===== src/design/adcema_pkg.sv =====
package adcema_pkg;

   localparam int CSR_ADDR_W = 5;
   localparam int CSR_DATA_W = 32;
   localparam int REG_IDX_W  = 3;

   localparam logic [REG_IDX_W-1:0] REG_SHIFT_K     = 3'd0;
   localparam logic [REG_IDX_W-1:0] REG_WINDOW_LEN  = 3'd1;
   localparam logic [REG_IDX_W-1:0] REG_VOLT_GAIN   = 3'd2;
   localparam logic [REG_IDX_W-1:0] REG_TEMP_OFFSET = 3'd3;
   localparam logic [REG_IDX_W-1:0] REG_TEMP_GAIN   = 3'd4;

   localparam int SHIFT_W = 4;
   localparam int WIN_W   = 7;
   localparam int WIN_LIMIT = 127;

   localparam logic [SHIFT_W-1:0] SHIFT_RESET     = 4'd7;
   localparam logic [31:0]        VOLT_GAIN_RESET = 32'h0100_0000;
   localparam int                 WIN_RESET_MAX   = 64;

   // accumulator headroom above the sample width, largest shift setting
   localparam int ACC_HEADROOM     = 15;
   localparam int ACC_RESET_SHIFT  = 7;
   localparam int TEMP_START_LEVEL = 1600;

   localparam logic [31:0] PHYS_MAX = 32'h7FFF_FFFF;
   localparam logic [31:0] PHYS_MIN = 32'h8000_0000;

   typedef struct packed {
      logic [SHIFT_W-1:0] shift_k;
      logic [WIN_W-1:0]   window_len;
      logic [31:0]        volt_gain;
      logic [31:0]        temp_offset;
      logic [31:0]        temp_gain;
   } cfg_type;

   typedef struct packed {
      logic load;
      logic clear_wr;
      logic reb_start;
      logic reb_read;
      logic item_read;
      logic item_update;
      logic div_step;
      logic mul;
      logic out_load;
   } cmd_type;

   typedef struct packed {
      logic clear_last;
      logic reb_last;
   } status_type;

endpackage


===== src/design/adcema_if.sv =====
interface adcema_req_if #(
   parameter int SAMPLE_BITS = 12
);
   logic                   valid;
   logic                   ready;
   logic                   channel;
   logic [SAMPLE_BITS-1:0] sample;

   modport source (output valid, output channel, output sample, input ready);
   modport sink (input valid, input channel, input sample, output ready);
endinterface

interface adcema_rsp_if #(
   parameter int SAMPLE_BITS = 12
);
   logic                   valid;
   logic                   ready;
   logic                   out_channel;
   logic [SAMPLE_BITS-1:0] smoothed;
   logic signed [31:0]     physical;

   modport source (output valid, output out_channel, output smoothed, output physical,
                   input ready);
   modport sink (input valid, input out_channel, input smoothed, input physical,
                 output ready);
endinterface


===== src/design/adcema_ram.sv =====
module adcema_ram #(
   parameter int WIDTH = 12,
   parameter int DEPTH = 128
) (
   input  logic                                   clock,
   input  logic                                   we,
   input  logic [((DEPTH > 1) ? $clog2(DEPTH) : 1)-1:0] waddr,
   input  logic [WIDTH-1:0]                       wdata,
   input  logic [((DEPTH > 1) ? $clog2(DEPTH) : 1)-1:0] raddr,
   output logic [WIDTH-1:0]                       rdata
);
   logic [WIDTH-1:0] mem_ff [DEPTH];
   logic [WIDTH-1:0] rdata_ff;

   always_ff @(posedge clock) begin
      if (we) begin
         mem_ff[waddr] <= wdata;
      end
      rdata_ff <= mem_ff[raddr];
   end

   assign rdata = rdata_ff;
endmodule


===== src/design/adcema_csr.sv =====
module adcema_csr #(
   parameter int WINDOW_MAX = 64
) (
   input  logic                                clock,
   input  logic                                reset,
   input  logic                                psel,
   input  logic                                penable,
   input  logic                                pwrite,
   input  logic [adcema_pkg::CSR_ADDR_W-1:0]   paddr,
   input  logic [adcema_pkg::CSR_DATA_W-1:0]   pwdata,
   output logic [adcema_pkg::CSR_DATA_W-1:0]   prdata,
   output adcema_pkg::cfg_type                 cfg,
   output logic                                win_wr
);
   localparam int WIN_RESET = (WINDOW_MAX < adcema_pkg::WIN_RESET_MAX) ?
                              WINDOW_MAX : adcema_pkg::WIN_RESET_MAX;

   adcema_pkg::cfg_type cfg_ff, cfg_in;
   logic                                wr;
   logic [adcema_pkg::REG_IDX_W-1:0]    idx;
   logic [adcema_pkg::WIN_W-1:0]        win_raw;
   logic [adcema_pkg::WIN_W-1:0]        win_new;

   assign wr      = psel & penable & pwrite;
   assign idx     = paddr[adcema_pkg::CSR_ADDR_W-1:2];
   assign win_raw = pwdata[adcema_pkg::WIN_W-1:0];

   always_comb begin
      priority if (win_raw == '0) begin
         win_new = adcema_pkg::WIN_W'(1);
      end else if (int'(win_raw) > WINDOW_MAX) begin
         win_new = adcema_pkg::WIN_W'(WINDOW_MAX);
      end else begin
         win_new = win_raw;
      end
   end

   always_comb begin
      cfg_in = cfg_ff;
      win_wr = 1'b0;
      if (wr) begin
         unique case (idx)
            adcema_pkg::REG_SHIFT_K: begin
               cfg_in.shift_k = pwdata[adcema_pkg::SHIFT_W-1:0];
            end
            adcema_pkg::REG_WINDOW_LEN: begin
               cfg_in.window_len = win_new;
               win_wr = 1'b1;
            end
            adcema_pkg::REG_VOLT_GAIN: begin
               cfg_in.volt_gain = pwdata;
            end
            adcema_pkg::REG_TEMP_OFFSET: begin
               cfg_in.temp_offset = pwdata;
            end
            adcema_pkg::REG_TEMP_GAIN: begin
               cfg_in.temp_gain = pwdata;
            end
            default: begin
            end
         endcase
      end
   end

   always_comb begin
      unique case (idx)
         adcema_pkg::REG_SHIFT_K:     prdata = 32'(cfg_ff.shift_k);
         adcema_pkg::REG_WINDOW_LEN:  prdata = 32'(cfg_ff.window_len);
         adcema_pkg::REG_VOLT_GAIN:   prdata = cfg_ff.volt_gain;
         adcema_pkg::REG_TEMP_OFFSET: prdata = cfg_ff.temp_offset;
         adcema_pkg::REG_TEMP_GAIN:   prdata = cfg_ff.temp_gain;
         default:                     prdata = '0;
      endcase
   end

   always_ff @(posedge clock) begin
      if (reset) begin
         cfg_ff.shift_k     <= adcema_pkg::SHIFT_RESET;
         cfg_ff.window_len  <= adcema_pkg::WIN_W'(WIN_RESET);
         cfg_ff.volt_gain   <= adcema_pkg::VOLT_GAIN_RESET;
         cfg_ff.temp_offset <= '0;
         cfg_ff.temp_gain   <= '0;
      end else begin
         cfg_ff <= cfg_in;
      end
   end

   assign cfg = cfg_ff;
endmodule


===== src/design/adcema_ctrl.sv =====
module adcema_ctrl #(
   parameter int DIV_STEPS = 19
) (
   input  logic                   clock,
   input  logic                   reset,
   input  logic                   win_wr,
   input  logic                   req_valid,
   output logic                   req_ready,
   input  logic                   rsp_ready,
   output logic                   rsp_valid,
   input  adcema_pkg::status_type status,
   output adcema_pkg::cmd_type    cmd
);
   localparam int DCNT_W = (DIV_STEPS > 1) ? $clog2(DIV_STEPS) : 1;

   typedef enum logic [3:0] {
      S_CLEAR,
      S_IDLE,
      S_REBUILD,
      S_DRAIN,
      S_READ,
      S_UPDATE,
      S_DIVIDE,
      S_MULT,
      S_WRITE
   } state_type;

   state_type          state_ff, state_in;
   logic               pending_ff, pending_in;
   logic               rsp_valid_ff, rsp_valid_in;
   logic [DCNT_W-1:0]  div_cnt_ff, div_cnt_in;

   always_comb begin
      state_in     = state_ff;
      pending_in   = pending_ff;
      rsp_valid_in = rsp_valid_ff & ~rsp_ready;
      div_cnt_in   = div_cnt_ff;
      cmd          = '0;
      req_ready    = 1'b0;
      unique case (state_ff)
         S_CLEAR: begin
            cmd.clear_wr = 1'b1;
            if (status.clear_last) begin
               state_in = S_IDLE;
            end
         end
         S_IDLE: begin
            if (pending_ff) begin
               cmd.reb_start = 1'b1;
               pending_in    = 1'b0;
               state_in      = S_REBUILD;
            end else begin
               req_ready = 1'b1;
               if (req_valid) begin
                  cmd.load = 1'b1;
                  state_in = S_READ;
               end
            end
         end
         S_REBUILD: begin
            cmd.reb_read = 1'b1;
            if (status.reb_last) begin
               state_in = S_DRAIN;
            end
         end
         S_DRAIN: begin
            state_in = S_IDLE;
         end
         S_READ: begin
            cmd.item_read = 1'b1;
            state_in      = S_UPDATE;
         end
         S_UPDATE: begin
            cmd.item_update = 1'b1;
            div_cnt_in      = '0;
            state_in        = S_DIVIDE;
         end
         S_DIVIDE: begin
            cmd.div_step = 1'b1;
            if (div_cnt_ff == DCNT_W'(DIV_STEPS - 1)) begin
               state_in = S_MULT;
            end else begin
               div_cnt_in = div_cnt_ff + DCNT_W'(1);
            end
         end
         S_MULT: begin
            cmd.mul  = 1'b1;
            state_in = S_WRITE;
         end
         S_WRITE: begin
            if (!rsp_valid_ff || rsp_ready) begin
               cmd.out_load = 1'b1;
               rsp_valid_in = 1'b1;
               state_in     = S_IDLE;
            end
         end
         default: begin
            state_in = S_IDLE;
         end
      endcase
      if (win_wr) begin
         pending_in = 1'b1;
      end
   end

   always_ff @(posedge clock) begin
      if (reset) begin
         state_ff     <= S_CLEAR;
         pending_ff   <= 1'b1;
         rsp_valid_ff <= 1'b0;
         div_cnt_ff   <= '0;
      end else begin
         state_ff     <= state_in;
         pending_ff   <= pending_in;
         rsp_valid_ff <= rsp_valid_in;
         div_cnt_ff   <= div_cnt_in;
      end
   end

   assign rsp_valid = rsp_valid_ff;
endmodule


===== src/design/adcema_dp.sv =====
module adcema_dp #(
   parameter int NUM_CHANNELS = 2,
   parameter int WINDOW_MAX   = 64,
   parameter int SAMPLE_BITS  = 12,
   parameter int SUM_W        = 18,
   parameter int DIV_W        = 19
) (
   input  logic                    clock,
   input  logic                    reset,
   input  adcema_pkg::cmd_type     cmd,
   output adcema_pkg::status_type  status,
   input  adcema_pkg::cfg_type     cfg,
   input  logic                    req_channel,
   input  logic [SAMPLE_BITS-1:0]  req_sample,
   output logic                    rsp_out_channel,
   output logic [SAMPLE_BITS-1:0]  rsp_smoothed,
   output logic signed [31:0]      rsp_physical
);
   localparam int CH_W   = (NUM_CHANNELS > 1) ? $clog2(NUM_CHANNELS) : 1;
   localparam int IDX_W  = (WINDOW_MAX > 1) ? $clog2(WINDOW_MAX) : 1;
   localparam int ADDR_W = CH_W + IDX_W;
   localparam int DEPTH  = 1 << ADDR_W;
   localparam int ACC_W  = SAMPLE_BITS + adcema_pkg::ACC_HEADROOM;
   localparam int LEN_W  = adcema_pkg::WIN_W;
   localparam int PROD_W = SAMPLE_BITS + 34;
   localparam int DIFF_W = PROD_W + 1;

   localparam logic [SAMPLE_BITS-1:0] SAMPLE_MAX = '1;
   localparam logic [SAMPLE_BITS-1:0] TEMP_START =
      SAMPLE_BITS'(adcema_pkg::TEMP_START_LEVEL);
   localparam logic [ACC_W-1:0] ACC_TEMP_START =
      ACC_W'(TEMP_START) << adcema_pkg::ACC_RESET_SHIFT;

   logic [CH_W-1:0]        ch_ff, ch_in;
   logic [SAMPLE_BITS-1:0] sample_ff, sample_in;
   logic [ACC_W-1:0]       acc_ff [NUM_CHANNELS];
   logic [ACC_W-1:0]       acc_in [NUM_CHANNELS];
   logic [IDX_W-1:0]       ptr_ff [NUM_CHANNELS];
   logic [IDX_W-1:0]       ptr_in [NUM_CHANNELS];
   logic [SUM_W-1:0]       sum_ff [NUM_CHANNELS];
   logic [SUM_W-1:0]       sum_in [NUM_CHANNELS];
   logic [SAMPLE_BITS-1:0] filt_ff, filt_in;
   logic [CH_W-1:0]        sweep_ch_ff, sweep_ch_in;
   logic [IDX_W-1:0]       sweep_idx_ff, sweep_idx_in;
   logic                   reb_add_ff;
   logic [CH_W-1:0]        reb_ch_ff;
   logic [DIV_W-1:0]       quo_ff, quo_in;
   logic [LEN_W-1:0]       rem_ff, rem_in;
   logic [SAMPLE_BITS-1:0] mean_ff, mean_in;
   logic signed [PROD_W-1:0] prod_ff, prod_in;
   logic                   out_channel_ff, out_channel_in;
   logic [SAMPLE_BITS-1:0] smoothed_ff, smoothed_in;
   logic [31:0]            physical_ff, physical_in;

   logic [CH_W-1:0]        req_ch_eff;
   logic [ACC_W-1:0]       acc_cur;
   logic [ACC_W:0]         acc_sum;
   logic [ACC_W-1:0]       acc_new;
   logic [ACC_W-1:0]       filt_wide;
   logic [IDX_W-1:0]       ptr_cur;
   logic                   in_window;
   logic                   ptr_wrap;
   logic [SUM_W-1:0]       sum_cur;
   logic [SUM_W-1:0]       sum_upd;
   logic [DIV_W-1:0]       dividend;
   logic                   reb_idx_last;
   logic [ADDR_W-1:0]      sweep_addr;
   logic [ADDR_W-1:0]      item_addr;
   logic [ADDR_W-1:0]      sweep_next;
   logic [LEN_W:0]         rem_sh;
   logic [LEN_W:0]         rem_sub;
   logic                   q_bit;
   logic [SAMPLE_BITS-1:0] mean_new;
   logic signed [32:0]     gain_s;
   logic signed [DIFF_W-1:0] diff;
   logic [DIFF_W-32:0]     diff_hi;
   logic [31:0]            phys_volt;
   logic [31:0]            phys_temp;

   logic                   ram_we;
   logic [ADDR_W-1:0]      ram_waddr;
   logic [SAMPLE_BITS-1:0] ram_wdata;
   logic [ADDR_W-1:0]      ram_raddr;
   logic [SAMPLE_BITS-1:0] ram_rdata;

   adcema_ram #(
      .WIDTH (SAMPLE_BITS),
      .DEPTH (DEPTH)
   ) u_ring (
      .clock (clock),
      .we    (ram_we),
      .waddr (ram_waddr),
      .wdata (ram_wdata),
      .raddr (ram_raddr),
      .rdata (ram_rdata)
   );

   assign req_ch_eff = (int'(req_channel) >= NUM_CHANNELS) ?
                       CH_W'(NUM_CHANNELS - 1) : CH_W'(req_channel);

   // recursive low-pass
   assign acc_cur   = acc_ff[ch_ff];
   assign acc_sum   = {1'b0, acc_cur} - {1'b0, acc_cur >> cfg.shift_k}
                      + (ACC_W + 1)'(sample_ff);
   assign acc_new   = acc_sum[ACC_W-1:0];
   assign filt_wide = acc_new >> cfg.shift_k;

   always_comb begin
      if (filt_wide > ACC_W'(SAMPLE_MAX)) begin
         filt_in = SAMPLE_MAX;
      end else begin
         filt_in = filt_wide[SAMPLE_BITS-1:0];
      end
      if (!cmd.item_read) begin
         filt_in = filt_ff;
      end
   end

   // ring pointer and running sum
   assign ptr_cur   = ptr_ff[ch_ff];
   assign in_window = int'(ptr_cur) < int'(cfg.window_len);
   assign ptr_wrap  = (int'(ptr_cur) + 1 >= int'(cfg.window_len)) ||
                      (int'(ptr_cur) + 1 >= WINDOW_MAX);
   assign item_addr = {ch_ff, ptr_cur};
   assign sum_cur   = sum_ff[ch_ff];
   assign sum_upd   = in_window ?
                      (sum_cur - SUM_W'(ram_rdata) + SUM_W'(filt_ff)) : sum_cur;
   assign dividend  = DIV_W'(sum_upd) + DIV_W'(cfg.window_len >> 1);

   // clear and rebuild sweep
   assign sweep_addr   = {sweep_ch_ff, sweep_idx_ff};
   assign sweep_next   = sweep_addr + ADDR_W'(1);
   assign reb_idx_last = (int'(sweep_idx_ff) + 1 >= int'(cfg.window_len)) ||
                         (int'(sweep_idx_ff) + 1 >= WINDOW_MAX);
   assign status.clear_last = &sweep_addr;
   assign status.reb_last   = reb_idx_last && (int'(sweep_ch_ff) >= NUM_CHANNELS - 1);

   always_comb begin
      sweep_ch_in  = sweep_ch_ff;
      sweep_idx_in = sweep_idx_ff;
      priority if (cmd.reb_start) begin
         sweep_ch_in  = '0;
         sweep_idx_in = '0;
      end else if (cmd.clear_wr) begin
         {sweep_ch_in, sweep_idx_in} = sweep_next;
      end else if (cmd.reb_read) begin
         if (reb_idx_last) begin
            sweep_idx_in = '0;
            sweep_ch_in  = sweep_ch_ff + CH_W'(1);
         end else begin
            sweep_idx_in = sweep_idx_ff + IDX_W'(1);
         end
      end else begin
      end
   end

   assign ram_we    = cmd.clear_wr | cmd.item_update;
   assign ram_waddr = cmd.clear_wr ? sweep_addr : item_addr;
   assign ram_wdata = cmd.clear_wr ? ((sweep_ch_ff == '0) ? '0 : TEMP_START) : filt_ff;
   assign ram_raddr = cmd.reb_read ? sweep_addr : item_addr;

   always_comb begin
      acc_in = acc_ff;
      ptr_in = ptr_ff;
      sum_in = sum_ff;
      if (cmd.item_read) begin
         acc_in[ch_ff] = acc_new;
      end
      if (cmd.reb_start) begin
         for (int c = 0; c < NUM_CHANNELS; c++) begin
            sum_in[c] = '0;
         end
      end else if (reb_add_ff) begin
         sum_in[reb_ch_ff] = sum_ff[reb_ch_ff] + SUM_W'(ram_rdata);
      end else begin
      end
      if (cmd.item_update) begin
         sum_in[ch_ff] = sum_upd;
         ptr_in[ch_ff] = ptr_wrap ? '0 : ptr_cur + IDX_W'(1);
      end
   end

   // restoring divide, one quotient bit per step
   assign rem_sh  = {rem_ff, quo_ff[DIV_W-1]};
   assign rem_sub = rem_sh - {1'b0, cfg.window_len};
   assign q_bit   = rem_sh >= {1'b0, cfg.window_len};

   always_comb begin
      quo_in = quo_ff;
      rem_in = rem_ff;
      if (cmd.item_update) begin
         quo_in = dividend;
         rem_in = '0;
      end else if (cmd.div_step) begin
         quo_in = {quo_ff[DIV_W-2:0], q_bit};
         rem_in = q_bit ? rem_sub[LEN_W-1:0] : rem_sh[LEN_W-1:0];
      end else begin
      end
   end

   assign mean_new = (quo_ff > DIV_W'(SAMPLE_MAX)) ? SAMPLE_MAX : quo_ff[SAMPLE_BITS-1:0];
   assign gain_s   = (ch_ff == '0) ? signed'({1'b0, cfg.volt_gain}) :
                     signed'({cfg.temp_gain[31], cfg.temp_gain});

   always_comb begin
      mean_in = mean_ff;
      prod_in = prod_ff;
      if (cmd.mul) begin
         mean_in = mean_new;
         prod_in = PROD_W'(signed'({1'b0, mean_new})) * PROD_W'(gain_s);
      end
   end

   // saturation to signed 32 bits
   assign phys_volt = (prod_ff[PROD_W-1:31] == '0) ? prod_ff[31:0] : adcema_pkg::PHYS_MAX;
   assign diff      = DIFF_W'(signed'(cfg.temp_offset)) - DIFF_W'(prod_ff);
   assign diff_hi   = diff[DIFF_W-1:31];

   always_comb begin
      if ((diff_hi == '0) || (diff_hi == '1)) begin
         phys_temp = diff[31:0];
      end else if (diff[DIFF_W-1]) begin
         phys_temp = adcema_pkg::PHYS_MIN;
      end else begin
         phys_temp = adcema_pkg::PHYS_MAX;
      end
   end

   always_comb begin
      ch_in          = ch_ff;
      sample_in      = sample_ff;
      out_channel_in = out_channel_ff;
      smoothed_in    = smoothed_ff;
      physical_in    = physical_ff;
      if (cmd.load) begin
         ch_in     = req_ch_eff;
         sample_in = req_sample;
      end
      if (cmd.out_load) begin
         out_channel_in = ch_ff[0];
         smoothed_in    = mean_ff;
         physical_in    = (ch_ff == '0) ? phys_volt : phys_temp;
      end
   end

   always_ff @(posedge clock) begin
      if (reset) begin
         for (int c = 0; c < NUM_CHANNELS; c++) begin
            acc_ff[c] <= (c == 0) ? '0 : ACC_TEMP_START;
            ptr_ff[c] <= '0;
            sum_ff[c] <= '0;
         end
         sweep_ch_ff  <= '0;
         sweep_idx_ff <= '0;
         reb_add_ff   <= 1'b0;
      end else begin
         acc_ff       <= acc_in;
         ptr_ff       <= ptr_in;
         sum_ff       <= sum_in;
         sweep_ch_ff  <= sweep_ch_in;
         sweep_idx_ff <= sweep_idx_in;
         reb_add_ff   <= cmd.reb_read;
      end
   end

   always_ff @(posedge clock) begin
      reb_ch_ff      <= sweep_ch_ff;
      ch_ff          <= ch_in;
      sample_ff      <= sample_in;
      filt_ff        <= filt_in;
      quo_ff         <= quo_in;
      rem_ff         <= rem_in;
      mean_ff        <= mean_in;
      prod_ff        <= prod_in;
      out_channel_ff <= out_channel_in;
      smoothed_ff    <= smoothed_in;
      physical_ff    <= physical_in;
   end

   assign rsp_out_channel = out_channel_ff;
   assign rsp_smoothed    = smoothed_ff;
   assign rsp_physical    = signed'(physical_ff);
endmodule


===== src/design/adc_exp_then_moving_average.sv =====
// Sequence: an accepted transaction passes the read, update, divide (by window_len,
// one quotient bit per cycle), multiply and write states. No new one is accepted until
// its result is registered; that write waits while the last result is not yet taken.
// Reset: synchronous; all 2**(CH_W + IDX_W) ring memory entries (128) are then swept,
// followed by a running-sum rebuild over window_len entries per channel; a write
// of window_len starts the same rebuild. No transaction is accepted during either.
module adc_exp_then_moving_average #(
   parameter int NUM_CHANNELS = 2,
   parameter int WINDOW_MAX   = 64,
   parameter int SAMPLE_BITS  = 12
) (
   input  logic                               clock,
   input  logic                               reset,
   adcema_req_if.sink                         req_bus,
   adcema_rsp_if.source                       rsp_bus,
   input  logic                               csr_psel,
   input  logic                               csr_penable,
   input  logic                               csr_pwrite,
   input  logic [adcema_pkg::CSR_ADDR_W-1:0]  csr_paddr,
   input  logic [adcema_pkg::CSR_DATA_W-1:0]  csr_pwdata,
   output logic [adcema_pkg::CSR_DATA_W-1:0]  csr_prdata,
   output logic                               csr_pready
);
   localparam int WIN_EFF = (WINDOW_MAX < adcema_pkg::WIN_LIMIT) ?
                            WINDOW_MAX : adcema_pkg::WIN_LIMIT;
   localparam int SUM_W   = $clog2(WIN_EFF * ((1 << SAMPLE_BITS) - 1) + 1);
   localparam int DIV_W   = SUM_W + 1;

   adcema_pkg::cfg_type    cfg;
   adcema_pkg::cmd_type    cmd;
   adcema_pkg::status_type status;
   logic                   win_wr;
   logic                   req_ready;
   logic                   rsp_valid;

   assign csr_pready = 1'b1;

   adcema_csr #(
      .WINDOW_MAX (WINDOW_MAX)
   ) u_csr (
      .clock   (clock),
      .reset   (reset),
      .psel    (csr_psel),
      .penable (csr_penable),
      .pwrite  (csr_pwrite),
      .paddr   (csr_paddr),
      .pwdata  (csr_pwdata),
      .prdata  (csr_prdata),
      .cfg     (cfg),
      .win_wr  (win_wr)
   );

   adcema_ctrl #(
      .DIV_STEPS (DIV_W)
   ) u_ctrl (
      .clock     (clock),
      .reset     (reset),
      .win_wr    (win_wr),
      .req_valid (req_bus.valid),
      .req_ready (req_ready),
      .rsp_ready (rsp_bus.ready),
      .rsp_valid (rsp_valid),
      .status    (status),
      .cmd       (cmd)
   );

   adcema_dp #(
      .NUM_CHANNELS (NUM_CHANNELS),
      .WINDOW_MAX   (WINDOW_MAX),
      .SAMPLE_BITS  (SAMPLE_BITS),
      .SUM_W        (SUM_W),
      .DIV_W        (DIV_W)
   ) u_dp (
      .clock           (clock),
      .reset           (reset),
      .cmd             (cmd),
      .status          (status),
      .cfg             (cfg),
      .req_channel     (req_bus.channel),
      .req_sample      (req_bus.sample),
      .rsp_out_channel (rsp_bus.out_channel),
      .rsp_smoothed    (rsp_bus.smoothed),
      .rsp_physical    (rsp_bus.physical)
   );

   assign req_bus.ready = req_ready;
   assign rsp_bus.valid = rsp_valid;
endmodule


===== src/flat_wrapper.sv =====
// flat-port wrapper written by rule: the top's interface ports become plain ports
module adc_exp_then_moving_average_flat 
#(
   parameter int NUM_CHANNELS = 2,
   parameter int WINDOW_MAX   = 64,
   parameter int SAMPLE_BITS  = 12
)
  (clock, reset, csr_psel, csr_penable, csr_pwrite, csr_paddr, csr_pwdata, csr_prdata, csr_pready, req_bus_valid, req_bus_channel, req_bus_sample, req_bus_ready, rsp_bus_valid, rsp_bus_out_channel, rsp_bus_smoothed, rsp_bus_physical, rsp_bus_ready);
  adcema_req_if #(.SAMPLE_BITS(SAMPLE_BITS)) req_bus_i ();
  adcema_rsp_if #(.SAMPLE_BITS(SAMPLE_BITS)) rsp_bus_i ();
  input  logic clock;
  input  logic reset;
  input  logic csr_psel;
  input  logic csr_penable;
  input  logic csr_pwrite;
  input  logic [adcema_pkg::CSR_ADDR_W-1:0] csr_paddr;
  input  logic [adcema_pkg::CSR_DATA_W-1:0] csr_pwdata;
  output logic [adcema_pkg::CSR_DATA_W-1:0] csr_prdata;
  output logic csr_pready;
  input wire logic [$bits(req_bus_i.valid)-1:0] req_bus_valid;
  input wire logic [$bits(req_bus_i.channel)-1:0] req_bus_channel;
  input wire logic [$bits(req_bus_i.sample)-1:0] req_bus_sample;
  output wire logic [$bits(req_bus_i.ready)-1:0] req_bus_ready;
  output wire logic [$bits(rsp_bus_i.valid)-1:0] rsp_bus_valid;
  output wire logic [$bits(rsp_bus_i.out_channel)-1:0] rsp_bus_out_channel;
  output wire logic [$bits(rsp_bus_i.smoothed)-1:0] rsp_bus_smoothed;
  output wire logic [$bits(rsp_bus_i.physical)-1:0] rsp_bus_physical;
  input wire logic [$bits(rsp_bus_i.ready)-1:0] rsp_bus_ready;
  assign req_bus_i.valid = req_bus_valid;
  assign req_bus_i.channel = req_bus_channel;
  assign req_bus_i.sample = req_bus_sample;
  assign req_bus_ready = req_bus_i.ready;
  assign rsp_bus_valid = rsp_bus_i.valid;
  assign rsp_bus_out_channel = rsp_bus_i.out_channel;
  assign rsp_bus_smoothed = rsp_bus_i.smoothed;
  assign rsp_bus_physical = rsp_bus_i.physical;
  assign rsp_bus_i.ready = rsp_bus_ready;
  adc_exp_then_moving_average #(.NUM_CHANNELS(NUM_CHANNELS), .WINDOW_MAX(WINDOW_MAX), .SAMPLE_BITS(SAMPLE_BITS)) u_core (.clock(clock), .reset(reset), .req_bus(req_bus_i), .rsp_bus(rsp_bus_i), .csr_psel(csr_psel), .csr_penable(csr_penable), .csr_pwrite(csr_pwrite), .csr_paddr(csr_paddr), .csr_pwdata(csr_pwdata), .csr_prdata(csr_prdata), .csr_pready(csr_pready));
endmodule

===== config.mk =====
export PLATFORM = sky130hd
export DESIGN_NAME = adc_exp_then_moving_average_flat
export DESIGN_NICKNAME = d
export VERILOG_FILES = /design/src/design/adcema_pkg.sv /design/src/design/adcema_if.sv /design/src/design/adcema_ram.sv /design/src/design/adcema_csr.sv /design/src/design/adcema_ctrl.sv /design/src/design/adcema_dp.sv /design/src/design/adc_exp_then_moving_average.sv /design/src/flat_wrapper.sv
export SDC_FILE = /design/constraint.sdc
export NUM_CORES = 2
export LEC_CHECK = 0
export ABC_AREA = 1
export BUFFER_PORTS_ARGS = -buffer_cell sky130_fd_sc_hd__buf_2
export CORE_ASPECT_RATIO = 0.9
export CORE_MARGIN = 2
export CORE_UTILIZATION = 45
export CTS_BUF_LIST = sky130_fd_sc_hd__clkbuf_2 sky130_fd_sc_hd__clkbuf_4 sky130_fd_sc_hd__clkbuf_8
export DETAILED_ROUTE_END_ITERATION = 10
export PLACE_DENSITY = 0.7
export SLEW_MARGIN = 20
export SYNTH_ARGS = -nofsm -noshare
export SYNTH_HDL_FRONTEND = slang
export SYNTH_HIERARCHICAL = 1
export SYNTH_SLANG_ARGS = --single-unit

===== constraint.sdc =====
create_clock -name clock -period 20.7 [get_ports clock]
set_clock_uncertainty 0.1 [all_clocks]
set_input_delay 4.14 -clock clock [delete_from_list [all_inputs] [get_ports clock]]
set_output_delay 4.14 -clock clock [all_outputs]
set_load 0.02 [all_outputs]

; ---- Yosys cells after proc, flatten, opt, wreduce, memory -nomap -nowiden
; Memory sizes are Yosys's and may differ from the RTL's. A register that Yosys moved wholly into a read port is not among the register bits.
; Cells that the tools add are included.
[totals]
register_bits = 383
mem_bits_rw = 1536
out_inout_bits = 80
elab_cells = 197
mem_count = 1
[op_classes]
addsub = 15
mul = 1
magnitude_cmp = 14
eq_ne = 19
shift = 2
muxes = 81
bitwise = 7
n_reduce_logical = 28
[memory_table]
columns = memory, words, word_bits, read_ports, rd_clocked_by_memory_dff, write_ports, line
row1 = u_core.u_dp.u_ring.mem_ff, 128, 12, 1, 1, 1, adcema_ram.sv:12  ; logic [WIDTH-1:0] mem_ff [DEPTH];
[op_table]
columns = op, n
row1 = $mux W18, 9
row2 = $pmux W32 S5, 1
row3 = $mux W32, 4
row4 = $mux W27, 4
row5 = $mux W36, 3
row6 = $bwmux W36, 2
row7 = $ge A32 B8 Y1, 2
row8 = $bwmux W54, 1
row9 = $shr A27 B4 Y27, 2
row10 = $mux W6, 8
row11 = $sub A32 B46 Y47, 1
row12 = $mul A13 B33 Y46, 1
row13 = $mux W19, 2
row14 = $add A18 B12 Y18, 2
row15 = $demux W18 S1, 2
row16 = $mux W7, 5
row17 = $mux W33, 1
row18 = $pmux W4 S8, 1
row19 = $add A27 B12 Y27, 1
row20 = $demux W27 S1, 1
row21 = $gt A27 B12 Y1 const B, 1
row22 = $sub A27 B27 Y27, 1
row23 = $mux W1, 24
row24 = $mux W12, 2
row25 = 51 further kinds, 86

; ---- Longest topological paths before layout
[logic_depth]
depth_word = 10
mapped_depth = 37
depth_no_buf = 33

; ---- Modules after synthesis
; Netlist, hierarchy kept.
[modules_own_cells]
columns = mod, instances, cells_each, area_per_inst_um2
row1 = adcema_ram, 1, 5265, 62752.7
row2 = adcema_dp, 1, 5511, 37559.8
row3 = adcema_csr, 1, 630, 4460.5
row4 = adcema_ctrl, 1, 108, 699.4
row5 = adc_exp_then_moving_average, 1, 2, 11.3

; ---- Worst setup path before layout
; No wires, ideal clock.
[synth_path]
path_type = input -> output
start = in csr_paddr[2] (netlist bit)
end = out csr_prdata[0] (netlist bit)
arrival_time_ns = 4.925
required_time_ns = 16.460
slack_ns = 11.535
cell_stages = 8
cell_sequence = nor2_2 -> nand2_1 -> inv_1 -> buf_2 -> nand2_1 -> nand2_1 -> inv_1 -> nand4_1
[synth_via]
elab_chain_cells = 2
elab_cells_between_ends = 6
cone_classes = eq/ne (4) / mux (1) / reduce/logical (1)
[synth_lines]
columns = item, line
row1 = "start, declared", flat_wrapper.sv:16  ; input logic [adcema_pkg::CSR_ADDR_W-1:0] csr_paddr;
row2 = $eq A3 B3 Y1 (tied with other cells), adcema_csr.sv:66  ; unique case (idx)
row3 = $pmux W32 S5 *, adcema_csr.sv:66
row4 = "end, declared", flat_wrapper.sv:18  ; output logic [adcema_pkg::CSR_DATA_W-1:0] csr_prdata;
; Every way passes the cells marked *; elsewhere a longest branch is shown, timed or not.

; ---- Worst setup path in the final report
[layout_path]
start = in csr_paddr[2] (netlist bit)
end = out csr_prdata[30] (netlist bit)
; Same word-level chain as after synthesis.

==> impl_metrics.csv <==
group,metric,value,unit
yosys,yosysMostFrequentCell,"nand2_1",
floorplan,fp.dieH,463,um
routing,via_per_inst,5.44,
placement,gp_congestion,0.966,
yosys,syn_area,105000,sq um
placement,dp_cells,14400,
layout,final.fill_count,21500,
layout,drive_gt1_share,8.21,%
sta,tns,0,ps
yosys,ys.flop_type,"edfxtp_1",
grt,grt_pass1_vias,75800,
worst_setup_path,critPathArrivalTime,5990,ps
grt,grt-ovfl-total,0,
clock_network,post-cts-setup-buffers,0,
power,ir_worst_vdd,0.104,mV
layout,nets,12300,
placement,numPortBuffers,133,
power,p_sw_share,37.4,%
yosys,synth-seq-area-share,52.6,%
sta,finalMaxSlewViolations,0,
yosys,ys_top_cells_by_area,"edfxtp_1, nand2_1, nand3_1",
clock_network,cts_made_buffers,328,
worst_setup_path,worstSetupEndpointType,"output pin",
clock_network,clkLatencyLatePin,1100,ps
grt,antenna_found_initial,10,
placement,hpwlAfterDp,190,mm
clock_network,cts_max_level,5,
power,p_sw,4710,uW
yosys,synth.top_cell.area_share,47.9,%
yosys,ys_ff_latch,1931,
layout,stdcell_count,14900,
clock_network,clockBufferDepth,4,
sta,finalCriticalPeriod,10230,ps
yosys,syn_area_per_cell,9.16,sq um
grt,grt_max_degree,272,
sta,hold_violations,0,
yosys,yosysWarnings,6,
sta,fmax,97.8,MHz
clock_network,cts_root_buffer,"clkbuf_8",
power,combPwrFrac,32.7,%
clock_network,clock-sinks,1931,
power,internal-power,7860,uW
layout,regArea,55500,sq um
floorplan,pin_count,137,
layout,multiInputGateArea,42700,sq um
worst_setup_path,regToRegSetupSlack,12650,ps
clock_network,hold_buffers,0,
worst_setup_path,critical-path-top-delay-family,"buffers and inverters",
hold_path,hold_path_class,"reg2reg",
power,clock_power_share,26.5,%
worst_setup_path,crit_type,"in2out",
yosys,yosys.area.top_type,"edfxtp_1",
yosys,synth_edf_count,1683,
sta,slew_headroom,22.4,%
clock_network,ctsResizeCount,0,
yosys,synth.distinct_cells,57,
yosys,syn-num-nets,12200,
worst_setup_path,cp.required,16460,ps
routing,drtAntennaViolNets,0,
yosys,async_reset_ff_share,0,%
routing,routedWlPerCell,19.9,um
worst_setup_path,crit_chain,"buf_2, nor2_2, nand2_1, inv_2, nand2_1, nand3_1, buf_2",
sta,worst_slew_pin_slew,1160,ps
sta,setup_viol,0,
clock_network,path_clk_slew,50,ps
yosys,synth_commonest_cells,"nand2_1, edfxtp_1, nand3_1",
yosys,synth_cells,11500,
floorplan,fp.coreArea,233000,sq um
outcome,status,"completed",
floorplan,rows,168,
flow_run,maxCapViolCount,0,
power,power.total,12600,uW
placement,post_dp_cell_area,109000,sq um
floorplan,initial_utilization,45.3,%
worst_setup_path,crit_fanout,32,
sta,layout_worst_path_cycle_share,49.4,%
power,p_seq_share,40.8,%
grt,grt_pass1_wl,449,mm
power,leakagePower,0.0479,uW
worst_setup_path,cp_slowest_cell,"inv_2",
layout,finalInstanceArea,115000,sq um
clock_network,cts_tree,"yes",
sta,rsz0062_at_grt,"false",
routing,drc,0,
routing,drt-initial-drc-count,9589,
floorplan,die_area,238000,sq um
grt,gr-usage-all-layers,24.3,%
routing,vias,81100,
routing,wirelength,296,mm
routing,first_pass_iters,6,
layout,syn2layout_area_growth,9.23,%
worst_setup_path,crit_buf_inv,3,
floorplan,die_width,514,um
worst_setup_path,critPathMaxStageDelay,710,ps
worst_setup_path,worst_setup_path_start_kind,"input port",
power,powerDensity,109,nW/um^2
-- path summary, 6_finish.rpt --
path	startpoint	endpoint	depth (start not counted)
worst max register to register	u_core/u_dp/quo_ff[18]	u_core/u_dp/prod_ff[41]	27
worst max-delay path	csr_paddr[2]	csr_prdata[30]	7
worst min register to register	u_core/u_dp/mean_ff[10]	u_core/u_dp/rsp_smoothed[10]	0
worst min-delay path	u_core/u_dp/mean_ff[10]	u_core/u_dp/rsp_smoothed[10]	0
-- state kept, by name, summed over array words and instances, names as in the netlist, 4 cells and up --
name,flops
u_core/u_dp/u_ring/mem_ff,1536
u_core/u_csr/cfg,107
u_core/u_dp/acc_ff,54
u_core/u_dp/prod_ff,46
u_core/u_dp/sum_ff,36
u_core/u_dp/rsp_physical,32
u_core/u_dp/quo_ff,19
u_core/u_dp/filt_ff,12
u_core/u_dp/mean_ff,12
u_core/u_dp/ptr_ff,12
u_core/u_dp/rsp_smoothed,12
u_core/u_dp/sample_ff,12
u_core/u_dp/u_ring/rdata,12
u_core/u_dp/rem_ff,7
u_core/u_dp/sweep_idx_ff,6
u_core/u_ctrl/div_cnt_ff,5
u_core/u_ctrl/state_ff,4
-- power groups by stage --
stage | clock (uW) | combinational, uW | sequential, uW
final | 3330 | 4110 | 5130
after global routing | 3550 | 4490 | 5140
after CTS | 3390 | 4040 | 5130
after detailed placement | 0 | 4020 | 5210
after global placement | 0 | 3950 | 5200
after floorplan | 0 | 2620 | 5270
-- per-layer routing --
layer,vias up,GRT usage (%),part of all wire [%]
met5,-,0,0
met4,0,9.11,3.6
met3,607,4.33,9.3
met2,3792,37.5,45
met1,38500,34.4,42
li1,38200,-,-
-- area by class of cell --
type | instances | area share, %
Inverter | 1258 | 4.12
Timing Repair Buffer | 331 | 1.94
Tap cell | 3060 | 3.32
Clock buffer | 441 | 4.74
Clock inverter | 118 | 0.654
Sequential cell | 1931 | 48.2
Antenna cell | 8 | 0.0174
Multi-Input combinational cell | 7779 | 37.0
-- worst reg2reg max path, cell delays in order, from the launching register on --
cell and delay [ps]:
edfxtp_1 430, or4_1 480, nor4_1 190, inv_1 270, nor2_1 510, inv_1 200
buf_4 320, nand2_1 160, fa_1 450, fa_1 540, inv_1 60, fa_1 470
fa_1 550, inv_1 50, fa_1 540, inv_1 50, ha_1 460, nand2_1 170
nor2_1 160, nand4_1 140, nor3_1 170, a21oi_1 180, o21bai_1 460, nand2_1 150
nand2_1 130, nand3_1 80, nand2_1 90, xor2_1 230
-- per-stage QoR --
stage               setup WS (ps)  hold slack [ps]  util, %
floorplan                   11540              276        -
global placement            10590              305     46.7
detailed placement          10570              306     46.8
CTS                         10570              319     49.4
global route                10470              323     49.5
finish                      10470              318     49.5
-- layout by cell type (no fill, tap or decap), types with 12 or more instances in the layout --
| cell type | count |
|---|---|
| dfxtp_1 | 246 |
| o21bai_1 | 12 |
| inv_1 | 1237 |
| a21oi_1 | 287 |
| edfxtp_1 | 1683 |
| ha_1 | 255 |
| clkbuf_8 | 343 |
| nor2_2 | 75 |
| buf_4 | 193 |
| nor2_1 | 711 |
| nand2_1 | 3480 |
| clkinv_2 | 27 |
| o21ai_0 | 406 |
| inv_2 | 14 |
| clkinv_1 | 76 |
| clkbuf_4 | 98 |
| o21a_1 | 12 |
| or2_2 | 19 |
| fa_1 | 376 |
| nor2_4 | 15 |
| nor3_1 | 30 |
| nand3_1 | 1673 |
| mux2i_1 | 28 |
| xnor2_1 | 40 |
| xor2_1 | 87 |
| o211ai_1 | 46 |
| o21ai_1 | 51 |
| buf_2 | 132 |
| a31oi_1 | 14 |
| nand4_1 | 71 |
-- kinds of logic after synthesis --
group                    count (synthesis)  synth area share, %
multiplexers                            28                0.266
flip-flops                            1931                 52.6
XOR/XNOR                               127                 1.05
AND/OR/NAND/NOR                       6119                 24.2
adder cells (fa/ha/maj)                631                 10.2
other                                    1              0.00356
buffers and inverters                 1806                 7.24
AO/OA/AOI/OAI                          873                 4.42
Power figures use the tool's default switching activity.
